**src/sv/hcme_pkg.sv**
```systemverilog
package hcme_pkg;

  // Build-time defaults for the top-level parameters.
  localparam int MAX_WIDTH_DEF    = 1024;
  localparam int ERODE_PASSES_DEF = 2;

  // Fixed geometry of the block.
  localparam int RING_ROWS    = 8;
  localparam int RING_BITS    = 3;
  localparam int HEIGHT_LIMIT = 1024;
  localparam int HEIGHT_W     = 11;
  localparam int ROW_W        = 10;
  localparam int CFG_W        = 11;
  localparam int W_RESET      = 640;
  localparam int H_RESET      = 480;

  // Window taps for the largest supported radius (two passes give five columns).
  localparam int WIN_MAX = 5;

  // Result queue between the front and the back.
  localparam int QUEUE_DEPTH = 4;
  localparam int QPTR_W      = 2;
  localparam int QCNT_W      = 3;

  // Configuration register indexes.
  typedef enum logic [0:0] {
    CFG_LINE_WIDTH   = 1'b0,
    CFG_FRAME_HEIGHT = 1'b1
  } cfg_index_e;

  // Position recalculation sequence after a geometry write.
  typedef enum logic [1:0] {
    CALC_IDLE,
    CALC_MUL,
    CALC_SUM
  } calc_state_e;

  // One inclusive HSV box.
  typedef struct packed {
    logic [7:0] h_lo;
    logic [7:0] h_hi;
    logic [7:0] s_lo;
    logic [7:0] s_hi;
    logic [7:0] v_lo;
    logic [7:0] v_hi;
  } color_box_t;

  localparam int NUM_BOXES = 5;

  // Green high, green low, red high, red low and white.
  localparam color_box_t BOXES [NUM_BOXES] = '{
    '{h_lo: 8'd75, h_hi: 8'd105, s_lo: 8'd20,  s_hi: 8'd125, v_lo: 8'd235, v_hi: 8'd255},
    '{h_lo: 8'd60, h_hi: 8'd85,  s_lo: 8'd120, s_hi: 8'd185, v_lo: 8'd210, v_hi: 8'd255},
    '{h_lo: 8'd50, h_hi: 8'd195, s_lo: 8'd60,  s_hi: 8'd125, v_lo: 8'd215, v_hi: 8'd255},
    '{h_lo: 8'd0,  h_hi: 8'd10,  s_lo: 8'd50,  s_hi: 8'd125, v_lo: 8'd220, v_hi: 8'd255},
    '{h_lo: 8'd0,  h_hi: 8'd5,   s_lo: 8'd0,   s_hi: 8'd5,   v_lo: 8'd230, v_hi: 8'd255}
  };

  // Window description handed from the front to the back.
  typedef struct packed {
    logic                 eor;
    logic                 eof;
    logic [RING_ROWS-1:0] row_mask;
    logic [WIN_MAX-1:0]   col_mask;
  } job_meta_t;

  // One queue entry: window description plus one column word per tap.
  typedef struct packed {
    job_meta_t                          meta;
    logic [WIN_MAX-1:0][RING_ROWS-1:0]  words;
  } win_entry_t;

  // Mask bit of one pixel: set when it falls inside any of the boxes.
  function automatic logic classify(input logic [7:0] h, input logic [7:0] s,
                                    input logic [7:0] v);
    logic hit;
    hit = 1'b0;
    for (int b = 0; b < NUM_BOXES; b++) begin
      if (h >= BOXES[b].h_lo && h <= BOXES[b].h_hi &&
          s >= BOXES[b].s_lo && s <= BOXES[b].s_hi &&
          v >= BOXES[b].v_lo && v <= BOXES[b].v_hi) begin
        hit = 1'b1;
      end
    end
    return hit;
  endfunction

endpackage

```
**src/sv/hcme_fifo.sv**
```systemverilog
module hcme_fifo
  import hcme_pkg::*;
(
  input  logic              clk_i,
  input  logic              rst_ni,
  input  logic              push_i,
  input  win_entry_t        push_data_i,
  input  logic              pop_i,
  output win_entry_t        pop_data_o,
  output logic [QCNT_W-1:0] count_o
);

  win_entry_t          slot_q [QUEUE_DEPTH];
  logic [QPTR_W-1:0]   wr_ptr_q, rd_ptr_q;
  logic [QCNT_W-1:0]   count_q;

  // Pointers and fill count; the front never pushes into a full queue.
  always_ff @(posedge clk_i or negedge rst_ni) begin
    if (!rst_ni) begin
      wr_ptr_q <= '0;
      rd_ptr_q <= '0;
      count_q  <= '0;
    end else begin
      if (push_i) begin
        wr_ptr_q <= wr_ptr_q + QPTR_W'(1);
      end
      if (pop_i) begin
        rd_ptr_q <= rd_ptr_q + QPTR_W'(1);
      end
      count_q <= count_q + QCNT_W'(push_i) - QCNT_W'(pop_i);
    end
  end

  always_ff @(posedge clk_i) begin
    if (push_i) begin
      slot_q[wr_ptr_q] <= push_data_i;
    end
  end

  assign pop_data_o = slot_q[rd_ptr_q];
  assign count_o    = count_q;

endmodule

```
**config.mk**
```make
export PLATFORM = sky130hd
export DESIGN_NAME = hcme_fifo
export DESIGN_NICKNAME = d
export VERILOG_FILES = /design/src/sv/hcme_pkg.sv /design/src/sv/hcme_fifo.sv
export SDC_FILE = /design/constraint.sdc
export NUM_CORES = 1
export LEC_CHECK = 0
export ABC_AREA = 1
export BUFFER_PORTS_ARGS = -buffer_cell sky130_fd_sc_hd__buf_2
export CAP_MARGIN = 25
export CORE_ASPECT_RATIO = 0.9
export CORE_MARGIN = 3
export CORE_UTILIZATION = 42
export CTS_BUF_LIST = sky130_fd_sc_hd__clkbuf_8
export DETAILED_ROUTE_END_ITERATION = 7
export PLACE_DENSITY = 0.69
export REMOVE_ABC_BUFFERS = 1
export SYNTH_ARGS = -nofsm -noshare
export SYNTH_HDL_FRONTEND = slang
export SYNTH_SLANG_ARGS = --single-unit
```
**constraint.sdc**
```tcl
create_clock -name clk_i -period 2.5 [get_ports clk_i]
set_input_delay 0.5 -clock clk_i [delete_from_list [all_inputs] [get_ports clk_i]]
set_output_delay 0.5 -clock clk_i [all_outputs]
set_load 0.01 [all_outputs]
```
==> summary.md <==
| Metric | Value |
|---|---|
| CTS root buffer | `clkbuf_8` |
| Post-CTS setup buffer count | `0` |
| Post-Layout Inst Area | `0.01135 sq mm` |
| Width of the die | `166.0 um` |
| Outcome | `completed` |
| Sink Count | `around 230` |
| Slew HR | `62.62%` |
| Vias in the first global route | `6097` |
| 1st-iter DRT viols | `342` |
| RSZ-0062 raised after global routing | `false` |
| CTS H-tree depth | `2` |
| Final non-filler cell total | `1372` |
| Critical Path Source Type | `register` |
| # port buffers | `116` |
| Rows | `52` |
| VDD IR-drop max | `about 0.64 mV` |
| Flops & latches, synth | `227` |
| CTS tree | `done` |
| First-pass GRT wire length | `31380 um` |
| Crit end category | `primary output` |
| Vias post-DR | `6235` |
| PwrDens | `between 1000 and 1500 mW/mm^2` |
| Pre-antenna DRT Iters | `5` |
| Cells after DPL | `1300` |
| Slew @ Worst Pin | `0.5607 ns` |
| Area growth from synthesis to layout | `17.29%` |
| Largest net degree at the start of global routing | `113` |
| Synth Cell Area | `between 0.009 and 0.01 sq mm` |
| Final #Nets | `1112` |
| Post-route ant nets | `0` |
| Area of the core | `approximately 0.023 sq mm` |
| I/O pin cnt | `117` |
| WP data arrival | `1.84 ns` |
| Synthesized instance count | `907` |
| Synth Area per Inst | `10.67 sq um` |
| Placed cell areas | `0.01061 sq mm` |
| Share of cells above drive strength 1 | `17.80%` |
| Clock-pin transition on the worst setup and hold timing paths | `about 0.060 ns` |
| Finish-stage setup viols | `0` |
| Initial core utilization | `42.88%` |
| Worst min path class | `in -> reg` |
| Seq/Total Area, Yosys | `70.05%` |
| Remaining DRCs | `0` |
| Max Clock Freq | `427.8 MHz` |
| Max Slew Vio Count | `0` |
| FILL cells | `just under 2k` |
| Final WL | `20420 um` |
| Overflow after GRT | `0` |
| Clock Tree Buf Depth | `3` |
| Initial antenna violation count | `4` |
| Commonest non-fill, non-tap cells in the layout | `286 x nand2_1, 238 x inv_1, 220 x edfxtp_1` |
| Worst clock skew | `around 0.018 ns` |
| GR Util All Layers | `15.92%` |
| Die height | `approximately 150 um` |
| Final period utilization | `roughly 94%` |
| Cts bufs inserted | `39` |
| Critical path data required time | `2.00 ns` |
| Ys Warns | `0` |
| GP Congestion | `about 0.76` |
| Fin. Hold Viols | `0` |
| Commonest non-fill, non-tap cell in the layout | `nand2_1` |
| WS Path Type | `reg -> out` |
| Fin crit period | `between 2 and 2.5 ns` |
| Post-DP HPWL | `11640 um` |
| Avg Vias per Cell | `4.544` |
| Distinct cell type count after synthesis | `14` |
| Max FO, Critical Path | `55` |
| Routed len/inst | `approximately 15 um` |
| Max_cap viols | `0` |
| Die Footprint | `0.02491 sq mm` |
| Leakage power | `5.360 nW` |
| Worst skew pair latency | `0.52 ns` |
[flip-flops by register name, indices dropped and copies added (netlist names)]
| name | cells |
|---|---|
| wr_ptr_q | 2 |
| rd_ptr_q | 2 |
| slot_q | 220 |
| count_o | 3 |
[critical path, stage by stage, from the launching register on]
cell     delay [ns]
dfrtp_2        0.39
buf_6          0.47
nand3_1        0.14
nand2_1        0.14
buf_2          0.15
[logic make-up after synthesis]
logic type               Yosys count  share of synthesized area (%)
AO/OA/AOI/OAI                      1                        0.05165
XOR/XNOR                           3                         0.2715
adder cells (fa/ha/maj)            7                         0.9823
buffers and inverters            272                          11.81
flip-flops                       227                          70.05
AND/OR/NAND/NOR                  397                          16.83
[cell usage after synthesis, drive strengths merged]
library cell | n | share of area [%]
fa | 1 | 0.21
inv | 234 | 9.1
buf | 34 | 2.6
nand3 | 111 | 5.7
o21ai | 1 | 0.052
xor2 | 3 | 0.27
clkbuf | 4 | 0.16
nand2 | 286 | 11
edfxtp | 220 | 68
ha | 6 | 0.78
dfrtp | 7 | 1.8
[layer usage]
metal / share of wire, % / track usage [%] / vias to the layer above / wire length [um]
met5: 0.22 / 0 / - / 44
met4: 1.6 / 5.655 / 8 / 321
met3: 6.8 / 4.068 / 37 / 1389
met2: 48 / 27.01 / 187 / 9807
met1: 43 / 20.00 / 2900 / 8860
li1: - / - / 3103 / -
[report_power, final]
group | total, mW | switching (mW) | internal, mW | leakage [nW]
Combinational | 4.77 | 3.15 | 1.63 | 2.88
Sequential | 5.19 | 0.199 | 4.99 | 2.10
Clock | 2.93 | 1.44 | 1.49 | 0.377
Total | 12.9 | 4.78 | 8.11 | 5.36
[through the flow]
step	hold slack, ns	setup WS [ns]	TNS, ns	util, %	power, mW
2_1_floorplan	0.2044	-1.629	-88.24	-	7.977
3_3_place_gp	0.3569	0.5359	0	47.00	9.920
3_5_place_dp	0.3597	0.5103	0	47.00	9.987
4_1_cts	0.1510	0.01133	0	50.08	12.98
5_1_grt	0.1642	0.03465	0	50.27	13.81
6_report	0.1887	0.1624	0	50.29	12.89
[final cells by class]
type	instances	area [sq um]	area share, %
inverter	234	893.4	7.868
clock buffer	40	550.5	4.849
clock inverter	28	126.4	1.113
sequential	227	6787	59.77
timing repair buffer	136	865.8	7.625
antenna	2	5.005	0.04408
multi-input combinational	408	1755	15.46
tap	297	371.6	3.273
[final timing paths]
path | from | to | slack (ns) | cells past startpoint
max in group asynchronous | rst_ni | rd_ptr_q[0] | 1.96 | 2
min reg2reg | count_o[1] | count_o[2] | 0.51 | 2
min | push_data_i[44] | slot_q[1][44] | 0.19 | 1
min in group asynchronous | rst_ni | wr_ptr_q[1] | 0.35 | 2
max | rd_ptr_q[1] | pop_data_o[0] | 0.16 | 4
max reg2reg | wr_ptr_q[0] | slot_q[0][23] | 0.79 | 5
[timing repair]
item	CTS	global route
hold buffers	1	0
resized for setup	3	4
endpoints found under the hold margin	7	0
cloned	0	1
setup endpoints to repair	24	31
No activity file was read; power rests on OpenSTA's default activity.
