### config.mk
export PLATFORM = sky130hd
export DESIGN_NAME = hcme_back
export DESIGN_NICKNAME = d
export VERILOG_FILES = /design/src/sv/hcme_pkg.sv /design/src/sv/hcme_back.sv
export SDC_FILE = /design/constraint.sdc
export NUM_CORES = 1
export LEC_CHECK = 0
export ABC_AREA = 1
export BUFFER_PORTS_ARGS = -buffer_cell sky130_fd_sc_hd__buf_2
export CAP_MARGIN = 10
export CORE_UTILIZATION = 37
export CTS_BUF_LIST = sky130_fd_sc_hd__clkbuf_8
export DETAILED_ROUTE_END_ITERATION = 6
export PLACE_DENSITY_LB_ADDON = 0.12
export SLEW_MARGIN = 20
export SYNTH_ARGS = -nofsm -noshare
export SYNTH_HDL_FRONTEND = slang
export SYNTH_SLANG_ARGS = --single-unit
### constraint.sdc
create_clock -name clk_i -period 1.9 [get_ports clk_i]
set_input_delay 0.38 -clock clk_i [delete_from_list [all_inputs] [get_ports clk_i]]
set_output_delay 0.38 -clock clk_i [all_outputs]
set_load 0.05 [all_outputs]
### src/sv/hcme_pkg.sv
package hcme_pkg;

  // Build-time defaults for the top-level parameters.
  localparam int MAX_WIDTH_DEF    = 1024;
  localparam int ERODE_PASSES_DEF = 2;

  // Fixed geometry of the block.
  localparam int RING_ROWS    = 8;
  localparam int RING_BITS    = 3;
  localparam int HEIGHT_LIMIT = 1024;
  localparam int HEIGHT_W     = 11;
  localparam int ROW_W        = 10;
  localparam int CFG_W        = 11;
  localparam int W_RESET      = 640;
  localparam int H_RESET      = 480;

  // Window taps for the largest supported radius (two passes give five columns).
  localparam int WIN_MAX = 5;

  // Result queue between the front and the back.
  localparam int QUEUE_DEPTH = 4;
  localparam int QPTR_W      = 2;
  localparam int QCNT_W      = 3;

  // Configuration register indexes.
  typedef enum logic [0:0] {
    CFG_LINE_WIDTH   = 1'b0,
    CFG_FRAME_HEIGHT = 1'b1
  } cfg_index_e;

  // Position recalculation sequence after a geometry write.
  typedef enum logic [1:0] {
    CALC_IDLE,
    CALC_MUL,
    CALC_SUM
  } calc_state_e;

  // One inclusive HSV box.
  typedef struct packed {
    logic [7:0] h_lo;
    logic [7:0] h_hi;
    logic [7:0] s_lo;
    logic [7:0] s_hi;
    logic [7:0] v_lo;
    logic [7:0] v_hi;
  } color_box_t;

  localparam int NUM_BOXES = 5;

  // Green high, green low, red high, red low and white.
  localparam color_box_t BOXES [NUM_BOXES] = '{
    '{h_lo: 8'd75, h_hi: 8'd105, s_lo: 8'd20,  s_hi: 8'd125, v_lo: 8'd235, v_hi: 8'd255},
    '{h_lo: 8'd60, h_hi: 8'd85,  s_lo: 8'd120, s_hi: 8'd185, v_lo: 8'd210, v_hi: 8'd255},
    '{h_lo: 8'd50, h_hi: 8'd195, s_lo: 8'd60,  s_hi: 8'd125, v_lo: 8'd215, v_hi: 8'd255},
    '{h_lo: 8'd0,  h_hi: 8'd10,  s_lo: 8'd50,  s_hi: 8'd125, v_lo: 8'd220, v_hi: 8'd255},
    '{h_lo: 8'd0,  h_hi: 8'd5,   s_lo: 8'd0,   s_hi: 8'd5,   v_lo: 8'd230, v_hi: 8'd255}
  };

  // Window description handed from the front to the back.
  typedef struct packed {
    logic                 eor;
    logic                 eof;
    logic [RING_ROWS-1:0] row_mask;
    logic [WIN_MAX-1:0]   col_mask;
  } job_meta_t;

  // One queue entry: window description plus one column word per tap.
  typedef struct packed {
    job_meta_t                          meta;
    logic [WIN_MAX-1:0][RING_ROWS-1:0]  words;
  } win_entry_t;

  // Mask bit of one pixel: set when it falls inside any of the boxes.
  function automatic logic classify(input logic [7:0] h, input logic [7:0] s,
                                    input logic [7:0] v);
    logic hit;
    hit = 1'b0;
    for (int b = 0; b < NUM_BOXES; b++) begin
      if (h >= BOXES[b].h_lo && h <= BOXES[b].h_hi &&
          s >= BOXES[b].s_lo && s <= BOXES[b].s_hi &&
          v >= BOXES[b].v_lo && v <= BOXES[b].v_hi) begin
        hit = 1'b1;
      end
    end
    return hit;
  endfunction

endpackage

### src/sv/hcme_back.sv
module hcme_back
  import hcme_pkg::*;
(
  input  logic              clk_i,
  input  logic              rst_ni,
  input  logic [QCNT_W-1:0] q_count_i,
  input  win_entry_t        entry_i,
  output logic              pop_o,
  output logic              out_valid_o,
  input  logic              out_ready_i,
  output logic              mask_bit_o,
  output logic              end_of_row_o,
  output logic              end_of_frame_o
);

  logic out_valid_q;
  logic mask_q, eor_q, eof_q;
  logic win_min;

  // Take the next window when the output register is free or being emptied.
  assign pop_o = (q_count_i != '0) & (~out_valid_q | out_ready_i);

  // Minimum over the window: any cleared bit inside both masks clears the result.
  always_comb begin
    win_min = 1'b1;
    for (int k = 0; k < WIN_MAX; k++) begin
      for (int r = 0; r < RING_ROWS; r++) begin
        if (entry_i.meta.col_mask[k] && entry_i.meta.row_mask[r] && !entry_i.words[k][r]) begin
          win_min = 1'b0;
        end
      end
    end
  end

  always_ff @(posedge clk_i or negedge rst_ni) begin
    if (!rst_ni) begin
      out_valid_q <= 1'b0;
    end else if (pop_o) begin
      out_valid_q <= 1'b1;
    end else if (out_ready_i) begin
      out_valid_q <= 1'b0;
    end
  end

  always_ff @(posedge clk_i) begin
    if (pop_o) begin
      mask_q <= win_min;
      eor_q  <= entry_i.meta.eor;
      eof_q  <= entry_i.meta.eof;
    end
  end

  assign out_valid_o    = out_valid_q;
  assign mask_bit_o     = mask_q;
  assign end_of_row_o   = eor_q;
  assign end_of_frame_o = eof_q;

endmodule

==> impl_metrics.yaml <==
synth:
  syn-num-nets: 164
  synth_area_leaders: "nand2_1 (22%), nand3b_1 (20%), edfxtp_1 (16%), inv_1 (12%), nor2_1 (9.8%)"
  ys_warn_count: 0
  syn_avg_cell_area_sq_um: 5.55
  async_reset_ff_frac: 0.250
  ys_ff_latch: 4
  yosysTopAreaCell: "nand2_1"
  synthFlopType: "edfxtp_1"
  yosysMostFrequentCell: "nand2_1"
  synth.cell_area_sq_um: 572
  synthTopCellsByCount: "nand2_1 (33), inv_1 (19), nand3b_1 (15), nor2_1 (15), o21ai_0 (6)"
  synth_top_cell_area_share: 0.217
  synth_cell_types: 15
  ys_seq_area_frac: 0.201
  synth_edf_count: 3
  syn_inst: 103
clock_tree:
  cts_root_buf: "clkbuf_8"
  clk_pin_slew_ns: 0.04
  cts_max_path_buffers: 2
  cts_max_level: 1
  clk_latency_ns: 0.22
  clock_sinks: 4
  cts_buffers: 3
  cts-resized-gates: 0
  cts_tree: "done"
worst_setup_path:
  r2r_start: "out_valid_o"
  reg2reg_to: "end_of_row_o"
  endpoint_kind: "output port"
  cp.arrival_ns: 1.35
  path_cells: "inv_1 > nor2_1 > nor2_1 > buf_2"
  required_ns: 1.52
  worstSetupPathType: "register to output port"
  crit_fanout: 4
  crit_start: "out_valid_o"
  crit_top_cell: "nor2_1"
  critical-path-slowest-cell: "dfrtp_1"
  startpoint_type: "register"
  cp-endpoint: "pop_o"
  worst_path_largest_cell_delay_ns: 0.37
  r2r_setup_slack_ns: 0.77
  reg2reg_depth: 3
grt:
  met3_usage: 0.0372
  grt_pass1_wl_um: 2870
  use_met1: 0.260
  grt_util_met2: 0.539
  grt_usage: 0.257
  grt_max_degree: 8
  grt_pass1_vias: 769
  grt_overflow_total: 0
  busiest_layer: "met2"
  antenna_found_initial: 0
drt:
  routed_wl_um: 2040
  first_iter_violations: 35
  ant_nets: 0
  drtPass1Iterations: 4
  wire_per_inst_um: 10.8
  vias: 908
  route.detailed.drc: 0
  via_per_inst: 4.83
placement:
  place_hpwl_um: 1640
  io_buffers: 65
  dp_cells: 183
  place.gp.congestion: 0.766
final_layout:
  fin_nets: 235
  fin_cells: 188
  drive_gt1_frac: 0.410
  antenna_cells: 0
  area_growth_pct: 69.8
sta:
  hold_viol: 0
  period_needed_ns: 1.73
  finalSetupViolCount: 0
  finalSetupTns_ns: 0
  tightest_slew_ns: 0.388
  whs_ns: 0.337
  fin_skew_ns: 0.00320
  fmax_mhz: 579
  fin_crit_sh: 0.910
  maxSlewHeadroom: 0.741
  slew_viol_final: 0
  rsz0062_at_grt: "false"
die:
  die_y_um: 41.3
  io_pins: 66
  start_util: 0.418
  fp-row-count: 13
  die-area_sq_mm: 0.00171
  coreArea_sq_mm: 0.00137
  die_width_um: 41.3
power_and_ir_drop:
  leakagePower_nw: 0.611
  ir_worst_vdd_v: 0.000278
  powerDensity_mw_per_mm2: 481
outcome:
  outcome: "finished clean"
min_path:
  min-delay-path-class: "input pin to register"
run:
  cap_viol_max_count: 0
worst min-delay path by stage:
stage | slack (ns) | endpoint | cells after the start | startpoint
detailed placement | 0.16 | out_valid_o | 1 | rst_ni
global placement | 0.16 | out_valid_o | 1 | rst_ni
floorplan | 0.08 | out_valid_o | 0 | rst_ni
global route | 0.33 | end_of_frame_o | 1 | entry_i[53]
CTS | 0.34 | end_of_frame_o | 1 | entry_i[53]
finish | 0.34 | end_of_frame_o | 1 | entry_i[53]
cell families (layout without fill, tap and decap cells):
group	Yosys count	in the layout	synth area share
AOI/OAI and AO/OA	10	10	0.0875
buffers and inverters	20	90	0.131
DFF	4	4	0.201
and+or+nand+nor	69	69	0.580
registers in the layout, summed over array words and instances, names as in the netlist:
signal          cells
mask_bit_o          1
end_of_frame_o      1
end_of_row_o        1
out_valid_o         1
per-stage QoR:
| stage | total power, mW | worst slack (ns) | cell area (sq um) | utilization |
|---|---|---|---|---|
| 5_1_grt | 0.495 | 0.149 | 971 | 0.711 |
| 3_3_place_gp | 0.269 | 0.474 | 916 | 0.670 |
| 4_1_cts | 0.468 | 0.240 | 971 | 0.711 |
| 6_report | 0.467 | 0.172 | 971 | 0.711 |
| 3_5_place_dp | 0.275 | 0.418 | 916 | 0.670 |
| 2_1_floorplan | 0.187 | 0.0162 | 572 | - |
metal layers:
layer / vias up / part of all wire
li1: 468 / -
met1: 383 / 0.37
met2: 57 / 0.52
met3: 0 / 0.11
met4: 0 / 0
met5: - / 0
layout by cell type, fill, tap and decap left out:
| master | instances |
|---|---|
| edfxtp_1 | 3 |
| nor3_1 | 1 |
| clkbuf_8 | 3 |
| dlygate4sd3_1 | 1 |
| inv_1 | 20 |
| dfrtp_1 | 1 |
| nor2_2 | 1 |
| o21ai_0 | 6 |
| nand3_2 | 1 |
| nand4_1 | 2 |
| nand3_1 | 1 |
| o21ai_1 | 3 |
| nor2_1 | 15 |
| inv_2 | 1 |
| nand2_1 | 33 |
| buf_2 | 65 |
| nand3b_1 | 15 |
| a21oi_1 | 1 |
critical path: cells and delay by family (launching register included):
| family | cells | cell delay (ns) |
|---|---|---|
| flip-flops | 1 | 0.37 |
| AND/OR/NAND/NOR | 2 | 0.36 |
| buffers and inverters | 2 | 0.41 |
cell type report:
| type | instances | area, sq um |
|---|---|---|
| well taps | 15 | 18.8 |
| clock buffers | 3 | 41.3 |
| clock inverters | 1 | 3.75 |
| repair buffers | 66 | 335 |
| flip-flops and latches | 4 | 115 |
| fillers | 126 | 395 |
| multi-input cells | 79 | 382 |
| inverters | 20 | 75.1 |
power by group:
part           switching (mW)  internal (mW)
Combinational          0.0945         0.0810
Sequential            0.00137          0.100
Clock                  0.0515          0.138
repair_timing:
| item | in CTS | in global routing |
|---|---|---|
| hold endpoints to repair | 1 | 0 |
| hold buffers | 1 | 0 |
| setup buffers | 0 | 0 |
Power figures use the tool's default switching activity.
